===== src/rtl/bmsoc_pkg.sv =====
package bmsoc_pkg;

    // fixed field widths
    localparam int SAMPLE_W = 12;
    localparam int MV_W     = 14;
    localparam int PCT_W    = 8;
    localparam int GOOD_W   = 4;
    localparam int FS_W     = 12;
    localparam int DIV_W    = 3;
    localparam int CFG_W    = 14;

    // configuration register indexes
    typedef enum logic [1:0] {
        CFG_ENABLE     = 2'd0,
        CFG_FULL_SCALE = 2'd1,
        CFG_DIVIDER    = 2'd2,
        CFG_THRESHOLD  = 2'd3
    } cfg_reg_t;

    // reset values of the registers
    localparam logic [FS_W-1:0]  FULL_SCALE_RST = 12'd3100;
    localparam logic [DIV_W-1:0] DIVIDER_RST    = 3'd2;
    localparam logic [MV_W-1:0]  THRESHOLD_RST  = 14'd2500;

    // scaling constants
    localparam logic [SAMPLE_W-1:0] RAW_FULL_CODE = 12'd4095;
    localparam logic [MV_W-1:0]     MV_MAX        = 14'd16383;

    // li-ion discharge curve, highest point first
    localparam int SOC_POINTS = 10;
    localparam logic [12:0] SOC_MV [SOC_POINTS] = '{
        13'd4200, 13'd4100, 13'd4000, 13'd3900, 13'd3800,
        13'd3700, 13'd3600, 13'd3500, 13'd3400, 13'd3300
    };
    localparam logic [6:0] SOC_PCT [SOC_POINTS] = '{
        7'd100, 7'd90, 7'd80, 7'd65, 7'd50, 7'd35, 7'd20, 7'd10, 7'd5, 7'd0
    };

    // floor(p / 100) = (p * 5243) >> 19 for the small products seen here
    localparam logic [12:0] DIV100_MUL   = 13'd5243;
    localparam int          DIV100_SHIFT = 19;

    localparam logic signed [PCT_W-1:0] PCT_ABSENT = -8'sd1;

    typedef struct packed {
        logic [SAMPLE_W-1:0] sample;
        logic                read_ok;
    } in_t;

    typedef struct packed {
        logic [SAMPLE_W-1:0]     median_raw;
        logic [MV_W-1:0]         vbat_mv;
        logic signed [PCT_W-1:0] charge_percent;
        logic                    present;
        logic [GOOD_W-1:0]       good_count;
    } out_t;

    // settings used by the scaling pipeline
    typedef struct packed {
        logic [FS_W-1:0]  full_scale_mv;
        logic [DIV_W-1:0] divider_ratio;
        logic [MV_W-1:0]  present_threshold_mv;
    } scale_cfg_t;

    // insert command broadcast along the chain
    typedef struct packed {
        logic                insert;
        logic [SAMPLE_W-1:0] value;
    } sort_op_t;

    // hand-off between neighbouring cells
    typedef struct packed {
        logic                gt;
        logic [SAMPLE_W-1:0] value;
    } link_t;

    // poll summary from the sorter to the scaling pipeline
    typedef struct packed {
        logic [SAMPLE_W-1:0] median;
        logic [GOOD_W-1:0]   count;
    } poll_t;

endpackage


===== src/rtl/battery_median_soc_monitor.sv =====
// Battery monitor: takes one ADC read per cycle (valid/stall), groups READS_PER_POLL
// reads into a poll and keeps the good reads of the poll sorted in a chain of
// READS_PER_POLL compare-and-shift cells, one insertion per cycle. After the last
// read of a poll with at least one good read, the median is captured at the edge
// that accepts that read and passes through a five-stage scaling pipeline (multiply
// by full scale, divide by 4095, divider scaling and threshold, curve segment lookup,
// interpolation); the result is offered from the last stage's output register. The
// next poll streams in meanwhile; input stalls only while a captured poll cannot
// enter the full pipeline. Reads are accepted and ignored while disabled.
module battery_median_soc_monitor
    import bmsoc_pkg::*;
#(
    parameter int READS_PER_POLL = 9,
    parameter int SAMPLE_BITS    = 12
)
(
    input  logic             clk,
    input  logic             rst_n,
    input  logic             in_valid,
    output logic             in_stall,
    input  in_t              in_data,
    output logic             out_valid,
    input  logic             out_stall,
    output out_t             out_data,
    input  logic             cfg_write,
    input  logic [1:0]       cfg_index,
    input  logic [CFG_W-1:0] cfg_data
);

    localparam int MASK_BITS = (SAMPLE_BITS < SAMPLE_W) ? SAMPLE_BITS : SAMPLE_W;
    localparam logic [SAMPLE_W-1:0] SAMPLE_MASK = SAMPLE_W'((33'(1) << MASK_BITS) - 33'(1));

    logic             enable_reg;
    logic [FS_W-1:0]  full_scale_reg;
    logic [DIV_W-1:0] divider_reg;
    logic [MV_W-1:0]  threshold_reg;
    scale_cfg_t       scale_cfg;
    logic             cap_valid;
    logic             cap_ready;
    poll_t            cap;

    // configuration registers
    always_ff @(posedge clk or negedge rst_n)
    begin
        if (!rst_n)
        begin
            enable_reg     <= 1'b0;
            full_scale_reg <= FULL_SCALE_RST;
            divider_reg    <= DIVIDER_RST;
            threshold_reg  <= THRESHOLD_RST;
        end
        else if (cfg_write)
        begin
            unique case (cfg_reg_t'(cfg_index))
                CFG_ENABLE:     enable_reg     <= cfg_data[0];
                CFG_FULL_SCALE: full_scale_reg <= cfg_data[FS_W-1:0];
                CFG_DIVIDER:    divider_reg    <= cfg_data[DIV_W-1:0];
                CFG_THRESHOLD:  threshold_reg  <= cfg_data[MV_W-1:0];
            endcase
        end
    end

    assign scale_cfg.full_scale_mv        = full_scale_reg;
    assign scale_cfg.divider_ratio        = divider_reg;
    assign scale_cfg.present_threshold_mv = threshold_reg;

    // sorting chain and poll counters
    bmsoc_sorter #(
        .READS_PER_POLL (READS_PER_POLL)
    ) u_sorter (
        .clk       (clk),
        .rst_n     (rst_n),
        .enable    (enable_reg),
        .in_valid  (in_valid),
        .in_stall  (in_stall),
        .sample    (in_data.sample & SAMPLE_MASK),
        .read_ok   (in_data.read_ok),
        .cap_valid (cap_valid),
        .cap_ready (cap_ready),
        .cap       (cap)
    );

    // millivolt and charge pipeline
    bmsoc_scale u_scale (
        .clk       (clk),
        .rst_n     (rst_n),
        .cfg       (scale_cfg),
        .cap_valid (cap_valid),
        .cap_ready (cap_ready),
        .cap       (cap),
        .out_valid (out_valid),
        .out_stall (out_stall),
        .out_data  (out_data)
    );

endmodule


===== src/rtl/bmsoc_cell.sv =====
module bmsoc_cell
    import bmsoc_pkg::*;
#(
    parameter int CNT_W = 4,
    parameter int INDEX = 0
)
(
    input  logic                clk,
    input  sort_op_t            op,
    input  logic [CNT_W-1:0]    fill,
    input  link_t               prev,
    output link_t               next,
    output logic [SAMPLE_W-1:0] val_next
);

    logic [SAMPLE_W-1:0] val_reg;
    logic                empty;
    logic                gt;

    // an empty cell counts as larger than any sample
    assign empty = (fill <= CNT_W'(INDEX));
    assign gt    = empty || (val_reg > op.value);

    // hold when nothing is inserted, else take the left neighbour's value, take the new sample or keep its own
    always_comb
    begin
        if (!op.insert)
        begin
            val_next = val_reg;
        end
        else if (prev.gt)
        begin
            val_next = prev.value;
        end
        else if (gt)
        begin
            val_next = op.value;
        end
        else
        begin
            val_next = val_reg;
        end
    end

    always_ff @(posedge clk)
    begin
        if (op.insert)
        begin
            val_reg <= val_next;
        end
    end

    assign next.gt    = gt;
    assign next.value = val_reg;

endmodule


===== src/rtl/bmsoc_sorter.sv =====
module bmsoc_sorter
    import bmsoc_pkg::*;
#(
    parameter int READS_PER_POLL = 9
)
(
    input  logic                clk,
    input  logic                rst_n,
    input  logic                enable,
    input  logic                in_valid,
    output logic                in_stall,
    input  logic [SAMPLE_W-1:0] sample,
    input  logic                read_ok,
    output logic                cap_valid,
    input  logic                cap_ready,
    output poll_t               cap
);

    localparam int CNT_W = $clog2(READS_PER_POLL + 1);
    localparam int IDX_W = (READS_PER_POLL > 1) ? $clog2(READS_PER_POLL) : 1;

    logic [CNT_W-1:0]    reads_reg;
    logic [CNT_W-1:0]    reads_next;
    logic [CNT_W-1:0]    good_reg;
    logic [CNT_W-1:0]    good_next;
    logic [CNT_W-1:0]    good_inc;
    logic [CNT_W-1:0]    half;
    logic [IDX_W-1:0]    mid_idx;
    logic                cap_valid_reg;
    logic                cap_valid_next;
    poll_t               cap_reg;
    poll_t               cap_next;
    logic                step;
    logic                take;
    logic                last;
    sort_op_t            op;
    link_t               links [READS_PER_POLL+1];
    logic [SAMPLE_W-1:0] cell_next [READS_PER_POLL];

    // transfer control
    assign in_stall = cap_valid_reg && !cap_ready;
    assign step     = in_valid && !in_stall && enable;
    assign take     = step && read_ok && (good_reg < CNT_W'(READS_PER_POLL));
    assign last     = step && (reads_reg == CNT_W'(READS_PER_POLL - 1));
    assign good_inc = good_reg + CNT_W'(take);

    assign op.insert = take;
    assign op.value  = sample;

    // chain of sorting cells, ascending from cell 0
    assign links[0] = '{gt: 1'b0, value: '0};

    for (genvar i = 0; i < READS_PER_POLL; i++)
    begin : g_cell
        bmsoc_cell #(
            .CNT_W (CNT_W),
            .INDEX (i)
        ) u_cell (
            .clk      (clk),
            .op       (op),
            .fill     (good_reg),
            .prev     (links[i]),
            .next     (links[i+1]),
            .val_next (cell_next[i])
        );
    end

    // median of the store as it stands after this read
    assign half    = good_inc >> 1;
    assign mid_idx = half[IDX_W-1:0];

    // poll counters
    always_comb
    begin
        reads_next = reads_reg;
        good_next  = good_reg;
        if (last)
        begin
            reads_next = '0;
            good_next  = '0;
        end
        else if (step)
        begin
            reads_next = reads_reg + CNT_W'(1);
            good_next  = good_inc;
        end
    end

    // poll summary register
    always_comb
    begin
        cap_valid_next = cap_valid_reg && !cap_ready;
        cap_next       = cap_reg;
        if (last && (good_inc != '0))
        begin
            cap_valid_next = 1'b1;
            cap_next.median = cell_next[mid_idx];
            cap_next.count  = GOOD_W'(good_inc);
        end
    end

    always_ff @(posedge clk or negedge rst_n)
    begin
        if (!rst_n)
        begin
            reads_reg     <= '0;
            good_reg      <= '0;
            cap_valid_reg <= 1'b0;
        end
        else
        begin
            reads_reg     <= reads_next;
            good_reg      <= good_next;
            cap_valid_reg <= cap_valid_next;
        end
    end

    always_ff @(posedge clk)
    begin
        cap_reg <= cap_next;
    end

    assign cap_valid = cap_valid_reg;
    assign cap       = cap_reg;

endmodule


===== src/rtl/bmsoc_scale.sv =====
module bmsoc_scale
    import bmsoc_pkg::*;
(
    input  logic       clk,
    input  logic       rst_n,
    input  scale_cfg_t cfg,
    input  logic       cap_valid,
    output logic       cap_ready,
    input  poll_t      cap,
    output logic       out_valid,
    input  logic       out_stall,
    output out_t       out_data
);

    // stage valids and ready chain
    logic v1_reg, v2_reg, v3_reg, v4_reg, v5_reg;
    logic r1, r2, r3, r4, r5;

    // stage payloads
    poll_t              p1_reg, p2_reg, p3_reg, p4_reg;
    logic [23:0]        prod_reg;
    logic [11:0]        q_reg;
    logic [MV_W-1:0]    mv3_reg, mv4_reg;
    logic               pres3_reg, pres4_reg;
    logic [6:0]         base_reg;
    logic [10:0]        frac_reg;
    out_t               out_reg;

    // combinational values
    logic [11:0]        q_est;
    logic [12:0]        rem;
    logic [11:0]        q_next;
    logic [14:0]        mv_wide;
    logic [MV_W-1:0]    mv_next;
    logic [6:0]         base_next;
    logic [6:0]         off_next;
    logic [4:0]         dpct_next;
    logic [MV_W-1:0]    diff;
    logic [23:0]        quot_wide;
    logic [6:0]         pct_next;

    assign r5        = !v5_reg || !out_stall;
    assign r4        = !v4_reg || r5;
    assign r3        = !v3_reg || r4;
    assign r2        = !v2_reg || r3;
    assign r1        = !v1_reg || r2;
    assign cap_ready = r1;

    // divide by 4095: estimate by 4096, remainder decides one correction
    assign q_est  = prod_reg[23:12];
    assign rem    = {1'b0, prod_reg[11:0]} + {1'b0, q_est};
    assign q_next = q_est + 12'(rem >= {1'b0, RAW_FULL_CODE});

    // divider scaling with saturation
    assign mv_wide = q_reg * cfg.divider_ratio;
    assign mv_next = (mv_wide > {1'b0, MV_MAX}) ? MV_MAX : mv_wide[MV_W-1:0];

    // curve segment lookup, the higher segment wins on a shared point
    always_comb
    begin
        base_next = '0;
        off_next  = '0;
        dpct_next = '0;
        diff      = '0;
        if (mv3_reg >= MV_W'(SOC_MV[0]))
        begin
            base_next = SOC_PCT[0];
        end
        else if (mv3_reg > MV_W'(SOC_MV[SOC_POINTS-1]))
        begin
            for (int i = SOC_POINTS - 2; i >= 0; i--)
            begin
                if ((mv3_reg <= MV_W'(SOC_MV[i])) && (mv3_reg >= MV_W'(SOC_MV[i+1])))
                begin
                    diff      = mv3_reg - MV_W'(SOC_MV[i+1]);
                    base_next = SOC_PCT[i+1];
                    off_next  = diff[6:0];
                    dpct_next = 5'(SOC_PCT[i] - SOC_PCT[i+1]);
                end
            end
        end
    end

    // interpolation step divided by the 100 mV segment width
    assign quot_wide = (24'(frac_reg) * 24'(DIV100_MUL)) >> DIV100_SHIFT;
    assign pct_next  = base_reg + quot_wide[6:0];

    // stage valids
    always_ff @(posedge clk or negedge rst_n)
    begin
        if (!rst_n)
        begin
            v1_reg <= 1'b0;
            v2_reg <= 1'b0;
            v3_reg <= 1'b0;
            v4_reg <= 1'b0;
            v5_reg <= 1'b0;
        end
        else
        begin
            if (r1)
            begin
                v1_reg <= cap_valid;
            end
            if (r2)
            begin
                v2_reg <= v1_reg;
            end
            if (r3)
            begin
                v3_reg <= v2_reg;
            end
            if (r4)
            begin
                v4_reg <= v3_reg;
            end
            if (r5)
            begin
                v5_reg <= v4_reg;
            end
        end
    end

    // stage payloads
    always_ff @(posedge clk)
    begin
        if (r1)
        begin
            p1_reg   <= cap;
            prod_reg <= cap.median * cfg.full_scale_mv;
        end
        if (r2)
        begin
            p2_reg <= p1_reg;
            q_reg  <= q_next;
        end
        if (r3)
        begin
            p3_reg    <= p2_reg;
            mv3_reg   <= mv_next;
            pres3_reg <= (mv_next >= cfg.present_threshold_mv);
        end
        if (r4)
        begin
            p4_reg    <= p3_reg;
            mv4_reg   <= mv3_reg;
            pres4_reg <= pres3_reg;
            base_reg  <= base_next;
            frac_reg  <= off_next * dpct_next;
        end
        if (r5)
        begin
            out_reg.median_raw     <= p4_reg.median;
            out_reg.vbat_mv        <= mv4_reg;
            out_reg.present        <= pres4_reg;
            out_reg.good_count     <= p4_reg.count;
            out_reg.charge_percent <= pres4_reg ? $signed({1'b0, pct_next}) : PCT_ABSENT;
        end
    end

    assign out_valid = v5_reg;
    assign out_data  = out_reg;

endmodule


===== config.mk =====
export PLATFORM = sky130hd
export DESIGN_NAME = battery_median_soc_monitor
export DESIGN_NICKNAME = d
export VERILOG_FILES = /design/src/rtl/bmsoc_pkg.sv /design/src/rtl/battery_median_soc_monitor.sv /design/src/rtl/bmsoc_cell.sv /design/src/rtl/bmsoc_sorter.sv /design/src/rtl/bmsoc_scale.sv
export SDC_FILE = /design/constraint.sdc
export NUM_CORES = 1
export LEC_CHECK = 0
export ABC_AREA = 1
export BUFFER_PORTS_ARGS = -buffer_cell sky130_fd_sc_hd__buf_2
export CAP_MARGIN = 40
export CORE_MARGIN = 3
export CORE_UTILIZATION = 70
export DETAILED_ROUTE_END_ITERATION = 16
export PLACE_DENSITY_LB_ADDON = 0.1
export REMOVE_ABC_BUFFERS = 1
export SLEW_MARGIN = 5
export SYNTH_ARGS = -nofsm -noshare
export SYNTH_HDL_FRONTEND = slang
export SYNTH_SLANG_ARGS = --single-unit
export TNS_END_PERCENT = 10

===== constraint.sdc =====
create_clock -name clk -period 11.9 [get_ports clk]
set_clock_uncertainty 0.2 [all_clocks]
set_input_delay 1.19 -clock clk [delete_from_list [all_inputs] [get_ports clk]]
set_output_delay 1.19 -clock clk [all_outputs]
set_load 0.01 [all_outputs]

== Word level (Yosys, flattened, before mapping) ==
Cells that the tools add are included.

* Bits in registers: 355
* Input bits: 34
* Output and inout bits: 41

* Add/subtract/negate cells: 14
* Multiply operators: 4
* $lt $le $gt $ge: 43
* Equal/unequal tests: 4
* Mux-type cells: 67
* Bitwise gates (word level): 2
* Reduce and logical (&&, ||, !) cells: 47

{| class="wikitable"
|+ Operators by type and width
! operator !! number
|-
| $mux W12 || 28
|-
| $ge A14 B12 Y1 const B || 8
|-
| $gt A12 B12 Y1 || 9
|-
| $mux W7 || 15
|-
| $le A14 B12 Y1 const B || 7
|-
| $bmux W12 S4 || 1
|-
| $mux W4 || 12
|-
| $ge A14 B13 Y1 const B || 2
|-
| $le A14 B13 Y1 const B || 2
|-
| $sub A7 B7 Y7 const B || 4
|-
| $mul A11 B13 Y24 const B || 1
|-
| $mul A12 B12 Y24 || 1
|-
| $sub A7 B6 Y7 const B || 3
|-
| $le A4 B3 Y1 const B || 4
|-
| $logic_and A1 B1 Y1 || 16
|-
| $gt A15 B14 Y1 const B || 1
|-
| $mul A12 B3 Y15 || 1
|-
| $mux W5 || 3
|-
| $ge A14 B14 Y1 || 1
|-
| $gt A14 B12 Y1 const B || 1
|-
| $logic_or A1 B1 Y1 || 14
|-
| $mux W14 || 1
|-
| $add A12 B12 Y13 || 1
|-
| $ge A13 B12 Y1 const B || 1
|-
| 28 further kinds || 44
|}

== Longest topological paths before layout ==
* Word-level depth: 18
* Mapped depth: 32
* Gate-level depth less buffers: 31

== By module ==
A second synthesis with hierarchy kept.

* Cell total of the unflattened synthesis: 3,853
* Area total of the unflattened synthesis: 31,784.2 µm²

{| class="wikitable"
|+ Modules (own cells, without submodules)
! module !! instances !! cells an instance !! area each (µm²) !! sequential area each (µm²)
|-
| bmsoc_scale || 1 || 1,856 || 17,734.5 || 5,740.5
|-
| bmsoc_sorter || 1 || 431 || 2,421.1 || 705.7
|-
| bmsoc_cell (u_sorter.g_cell[1].u_cell) || 1 || 178 || 1,317.5 || 360.3
|-
| bmsoc_cell (u_sorter.g_cell[0].u_cell) || 1 || 180 || 1,315.0 || 360.3
|-
| bmsoc_cell (u_sorter.g_cell[3].u_cell) || 1 || 178 || 1,297.5 || 360.3
|-
| bmsoc_cell (u_sorter.g_cell[2].u_cell) || 1 || 178 || 1,292.5 || 360.3
|-
| bmsoc_cell (u_sorter.g_cell[5].u_cell) || 1 || 178 || 1,291.2 || 360.3
|-
| bmsoc_cell (u_sorter.g_cell[6].u_cell) || 1 || 178 || 1,287.5 || 360.3
|-
| battery_median_soc_monitor || 1 || 139 || 1,286.2 || 764.5
|-
| bmsoc_cell (u_sorter.g_cell[4].u_cell) || 1 || 180 || 1,273.7 || 360.3
|-
| bmsoc_cell (u_sorter.g_cell[7].u_cell) || 1 || 177 || 1,267.5 || 360.3
|}

== Worst setup path before layout ==
Ideal clock, no wire load.

* Kind: input port to flip-flop
* Start point: input port out_stall
* End point: register u_sorter.cap_reg, in the netlist u_sorter.cap[0], enable pin
* Data arrival time: 5.234 ns
* Data required time: 11.312 ns
* Slack: 6.077 ns
* Stages on the path: 15
* Path buffers: 4
* Cell sequence: nand2_2 nor2_4 nand2_2 nor2_4 nand3_2 nand3_4 inv_4 buf_6 buf_4 ha_1 ha_1 clkbuf_1 clkbuf_1 nor4_1 nor2_1

* Longest elaborated chain between the ends: 16
* Elaborated cells between the ends (all ways): 17
* Those cells by class: 1 x add/sub; 16 x reduce/logical

{| class="wikitable"
|+ RTL lines
! what !! RTL line !! source
|-
| start, declared || battery_median_soc_monitor.sv:23 || <nowiki>input logic out_stall,</nowiki>
|-
| $logic_not A1 Y1 || bmsoc_scale.sv:42 || <nowiki>assign r5 = !v5_reg || !out_stall;</nowiki>
|-
| $logic_or A1 B1 Y1 || bmsoc_scale.sv:42 ||
|-
| $logic_or A1 B1 Y1 || bmsoc_scale.sv:43 || <nowiki>assign r4 = !v4_reg || r5;</nowiki>
|-
| $logic_or A1 B1 Y1 || bmsoc_scale.sv:44 || <nowiki>assign r3 = !v3_reg || r4;</nowiki>
|-
| net u_scale.r3 || bmsoc_scale.sv:17 || <nowiki>logic r1, r2, r3, r4, r5;</nowiki>
|-
| $logic_or A1 B1 Y1 || bmsoc_scale.sv:45 || <nowiki>assign r2 = !v2_reg || r3;</nowiki>
|-
| $logic_or A1 B1 Y1 || bmsoc_scale.sv:46 || <nowiki>assign r1 = !v1_reg || r2;</nowiki>
|-
| $logic_not A1 Y1 || bmsoc_sorter.sv:41 || <nowiki>assign in_stall = cap_valid_reg && !cap_ready;</nowiki>
|-
| $logic_and A1 B1 Y1 || bmsoc_sorter.sv:41 ||
|-
| $logic_not A1 Y1 || bmsoc_sorter.sv:42 || <nowiki>assign step = in_valid && !in_stall && enable;</nowiki>
|-
| $logic_and A1 B1 Y1 (2 in a row) || bmsoc_sorter.sv:42 ||
|-
| $logic_and A1 B1 Y1 (2 in a row) || bmsoc_sorter.sv:43 || <nowiki>assign take = step && read_ok && (good_reg < CNT_W'(READS_PER_POLL));</nowiki>
|-
| net u_sorter.take || bmsoc_sorter.sv:34 || <nowiki>logic take;</nowiki>
|-
| $add A4 B1 Y4 || bmsoc_sorter.sv:45 || <nowiki>assign good_inc = good_reg + CNT_W'(take);</nowiki>
|-
| net u_sorter.good_inc[1] || bmsoc_sorter.sv:26 || <nowiki>logic [CNT_W-1:0] good_inc;</nowiki>
|-
| $reduce_bool A4 Y1 || bmsoc_sorter.sv:94 || <nowiki>if (last && (good_inc != '0))</nowiki>
|-
| $logic_and A1 B1 Y1 || bmsoc_sorter.sv:94 ||
|-
| end signal, assigned || bmsoc_sorter.sv:120 || <nowiki>cap_reg <= cap_next;</nowiki>
|-
| end, declared || bmsoc_sorter.sv:31 || <nowiki>poll_t cap_reg;</nowiki>
|}

The timed path passes the listed nets, and every way through them passes these cells.
A chain may end at the register's enable or synchronous reset.

== Worst setup path after layout ==
* Start point: input port out_stall
* End point: register u_sorter.cap_reg, in the netlist u_sorter.cap[13], enable pin

* Longest elaborated chain between the ends: 16
* Elaborated cells between the ends (all ways): 17
* Those cells by class: 1 x add/sub; 16 x reduce/logical

{| class="wikitable"
|+ RTL lines
! what !! RTL line
|-
| $logic_not A1 Y1 * || bmsoc_scale.sv:42
|-
| $logic_or A1 B1 Y1 * || bmsoc_scale.sv:42
|-
| net u_scale.r5 || bmsoc_scale.sv:17
|-
| $logic_or A1 B1 Y1 * || bmsoc_scale.sv:43
|-
| $logic_or A1 B1 Y1 * || bmsoc_scale.sv:44
|-
| net u_scale.r3 || bmsoc_scale.sv:17
|-
| $logic_or A1 B1 Y1 * || bmsoc_scale.sv:45
|-
| $logic_or A1 B1 Y1 * || bmsoc_scale.sv:46
|-
| $logic_not A1 Y1 * || bmsoc_sorter.sv:41
|-
| $logic_and A1 B1 Y1 * || bmsoc_sorter.sv:41
|-
| $logic_not A1 Y1 * || bmsoc_sorter.sv:42
|-
| $logic_and A1 B1 Y1 * (2 in a row) || bmsoc_sorter.sv:42
|-
| $logic_and A1 B1 Y1 (2 in a row) || bmsoc_sorter.sv:43
|-
| $add A4 B1 Y4 || bmsoc_sorter.sv:45
|-
| $reduce_bool A4 Y1 || bmsoc_sorter.sv:94
|-
| $logic_and A1 B1 Y1 * || bmsoc_sorter.sv:94
|}

Mark *: on every way through the listed nets, which the timed path passes. The rest lies on a longest branch.

==> impl_metrics.json <==
{
  "clkSinkCount": 343,
  "postSynthAreaPerCell_um2": 8.553,
  "pin_count": 75,
  "grt_util_all_layers": 0.3507,
  "grt_pass1_vias": 24789,
  "floorplan.rows": 74,
  "place_area_um2": 30100,
  "initial_core_util": 0.7122,
  "tightestPinTransition_ns": 1.019,
  "syn_area_um2": 29280,
  "cp.arrival_ns": 6.48,
  "largest_register_ffs": 96,
  "cts_tree": "built",
  "hold-path-cell-count": 0,
  "timing.rr.start": "u_scale.mv3_reg[5]",
  "grt_start_max_net_pins": 84,
  "hold_viol": 0,
  "power.density_nw_per_um2": 218.5,
  "syn_inst": 3423,
  "nNetsFinal": 3977,
  "yosys_warnings": 0,
  "cp-start-kind": "input port",
  "dieArea_um2": 44310,
  "r2r_end": "u_scale.frac_reg[10]",
  "insertion_delay_ns": 0.58,
  "dp_hpwl_um": 58350,
  "synth-seq-cells": 343,
  "finalCritPeriodShare": 0.5348,
  "p_leak_nw": 16.22,
  "yosys_most_used_dff": "edfxtp_1",
  "wl_per_cell_um": 19.30,
  "drt_iter0_drc": 2770,
  "slew_viol_final": 0,
  "hp-start": "u_scale.p1_reg[10]",
  "numCtsBuffers": 38,
  "post_cts_buffers": 0,
  "clkTransAtPathRegs_ns": 0.06,
  "drt_wl_total_um": 77530,
  "layout_common_cells": "nand2_1, inv_1, nand3_1",
  "rsz0062_at_grt": "no",
  "fmax_mhz": 157.1,
  "cts-root-buf": "clkbuf_16",
  "n_antenna_cell": 0,
  "status": "finished clean",
  "dieHeight_um": 210.5,
  "holdBufCountCts": 0,
  "crit_type": "in -> reg",
  "avgViaCountPerCell": 6.107,
  "place_congestion": 0.9538,
  "reg2reg_depth": 27,
  "required_ns": 12.01,
  "synth_area_leader_cell": "edfxtp_1",
  "final_common_cell": "nand2_1",
  "finalInstanceArea_um2": 31390,
  "io_buffers": 74,
  "vdd_drop_max_uv": 197.2,
  "yosysUniqueCellTypes": 61,
  "dieWidth_um": 210.5,
  "worstHoldPathType": "reg -> reg",
  "grt_pass1_wl_um": 124800,
  "core_area_um2": 41110,
  "first_pass_iters": 7,
  "drive_gt1_frac": 0.07604,
  "min_to": "u_scale.p2_reg[10]",
  "slew_headroom": 0.3206,
  "yosysTopAreaCellShare": 0.3067,
  "clk_path_buf_depth": 3,
  "setup_tns_ns": 0,
  "cts_resized": 0,
  "layout_min_cycle_time_ns": 6.364,
  "synth-async-reset-ratio": 0.1283,
  "cts-htree-levels": 2,
  "synthTopCellsByArea": "edfxtp_1, ha_1, fa_1, nand2_1, inv_1",
  "setup_violations": 0,
  "r2r_setup_slack_ns": 5.56,
  "synth_edf_count": 299,
  "area_delta_synth_final_pct": 7.223,
  "antenna_found_initial": 0,
  "drc": 0,
  "critPathCaptureType": "flip-flop",
  "cap_violations": 0,
  "num_vias": 24530,
  "yosysSeqAreaShare": 0.3448,
  "path_max_fanout": 80,
  "grt-ovfl-total": 0,
  "detail-route-antenna-nets": 0
}
per-stage QoR:
| stage | util | hold slack, ns | total power, mW | instances | setup slack (ns) |
|---|---|---|---|---|---|
| 2_1_floorplan | - | 0.2003 | 4.509 | 3323 | 4.443 |
| 6_report | 0.7636 | 0.2120 | 6.860 | 4017 | 5.536 |
| 3_5_place_dp | 0.7321 | 0.2045 | 5.556 | 3949 | 5.105 |
| 5_1_grt | 0.7636 | 0.2240 | 7.383 | 4017 | 5.088 |
| 4_1_cts | 0.7636 | 0.2056 | 6.815 | 4017 | 5.621 |
| 3_3_place_gp | 0.7278 | 0.2011 | 5.372 | 3940 | 4.982 |
kinds of logic after synthesis:
| kind of cell | share of synthesized area |
|---|---|
| and+or+nand+nor | 0.2368 |
| adders and majority gates | 0.2495 |
| xor gates and xnor gates | 0.01945 |
| DFF | 0.3448 |
| AOI/OAI and AO/OA | 0.05705 |
| buffers and inverters | 0.09244 |
final cells by class:
class	instances	area (µm²)
Tap cell	532	665.6
Timing Repair Buffer	94	628.1
Sequential cell	343	10090
Multi-Input combinational cell	2390	16480
Clock inverter	21	280.3
Inverter	590	2223
Clock buffer	47	1016
Fill cell	2925	9718
how the worst max path moves through the flow:
stage,slack [ns],to,cells after the start,startpoint
6_report,5.54,u_sorter.cap[13],19,out_stall
5_1_grt,5.09,u_scale.frac_reg[10],28,u_scale.mv3_reg[2]
4_1_cts,5.62,u_scale.frac_reg[10],29,u_scale.mv3_reg[4]
3_5_place_dp,5.10,u_sorter.cap[9],19,out_stall
3_3_place_gp,4.98,u_sorter.cap[11],18,out_stall
2_1_floorplan,4.44,u_sorter.cap[0],13,out_stall
synth_stat cells, types with 3 or more instances:
cell / count
a21oi_1: 143
inv_1: 571
edfxtp_1: 299
o211ai_1: 6
nand2_1: 828
nor3_1: 14
inv_2: 13
nand2_2: 29
buf_6: 5
o22ai_1: 3
ha_1: 323
o21ai_0: 79
buf_2: 40
clkinv_1: 3
clkbuf_1: 46
xor2_1: 43
and2_1: 5
or2_2: 7
nand3b_1: 15
o21bai_1: 7
nor4_1: 3
o21ai_2: 8
o21ai_1: 8
dfstp_2: 11
buf_1: 3
fa_1: 163
nor2_4: 10
a21o_1: 11
nor2_1: 136
nand3_2: 5
a31oi_1: 6
dfrtp_1: 33
nor2_2: 3
buf_4: 6
o21a_1: 4
nand4_1: 78
a211oi_1: 3
nor3_2: 4
nand3_1: 395
xnor2_1: 22
nand2_4: 9
critical path, stage by stage:
cell	delay [ns]
buf_2	0.08
nand2_2	0.04
buf_4	0.30
nor2_4	0.19
nand2_2	0.44
nor2_4	0.30
nand3_2	0.15
nand3_4	0.08
buf_4	0.77
inv_6	0.33
ha_1	0.34
ha_1	0.23
xnor2_2	0.13
buf_4	0.33
clkinv_1	0.48
buf_8	0.33
nor4_1	0.32
nor2_1	0.16
buf_4	0.24
report_power, final:
| group | total (mW) | internal, mW | leakage, nW | switching, mW |
|---|---|---|---|---|
| clock | 1.23 | 0.706 | 0.617 | 0.521 |
| combinational | 3.72 | 1.33 | 12.0 | 2.40 |
| sequential | 1.91 | 1.66 | 3.60 | 0.250 |
layer usage:
| layer | wire length (µm) | global-route usage |
|---|---|---|
| met5 | 0 | 0 |
| met2 | 37280 | 0.5883 |
| met4 | 3136 | 0.1434 |
| met1 | 29920 | 0.4625 |
| met3 | 7195 | 0.05388 |
Note: power is estimated with default switching activity, not from simulation.
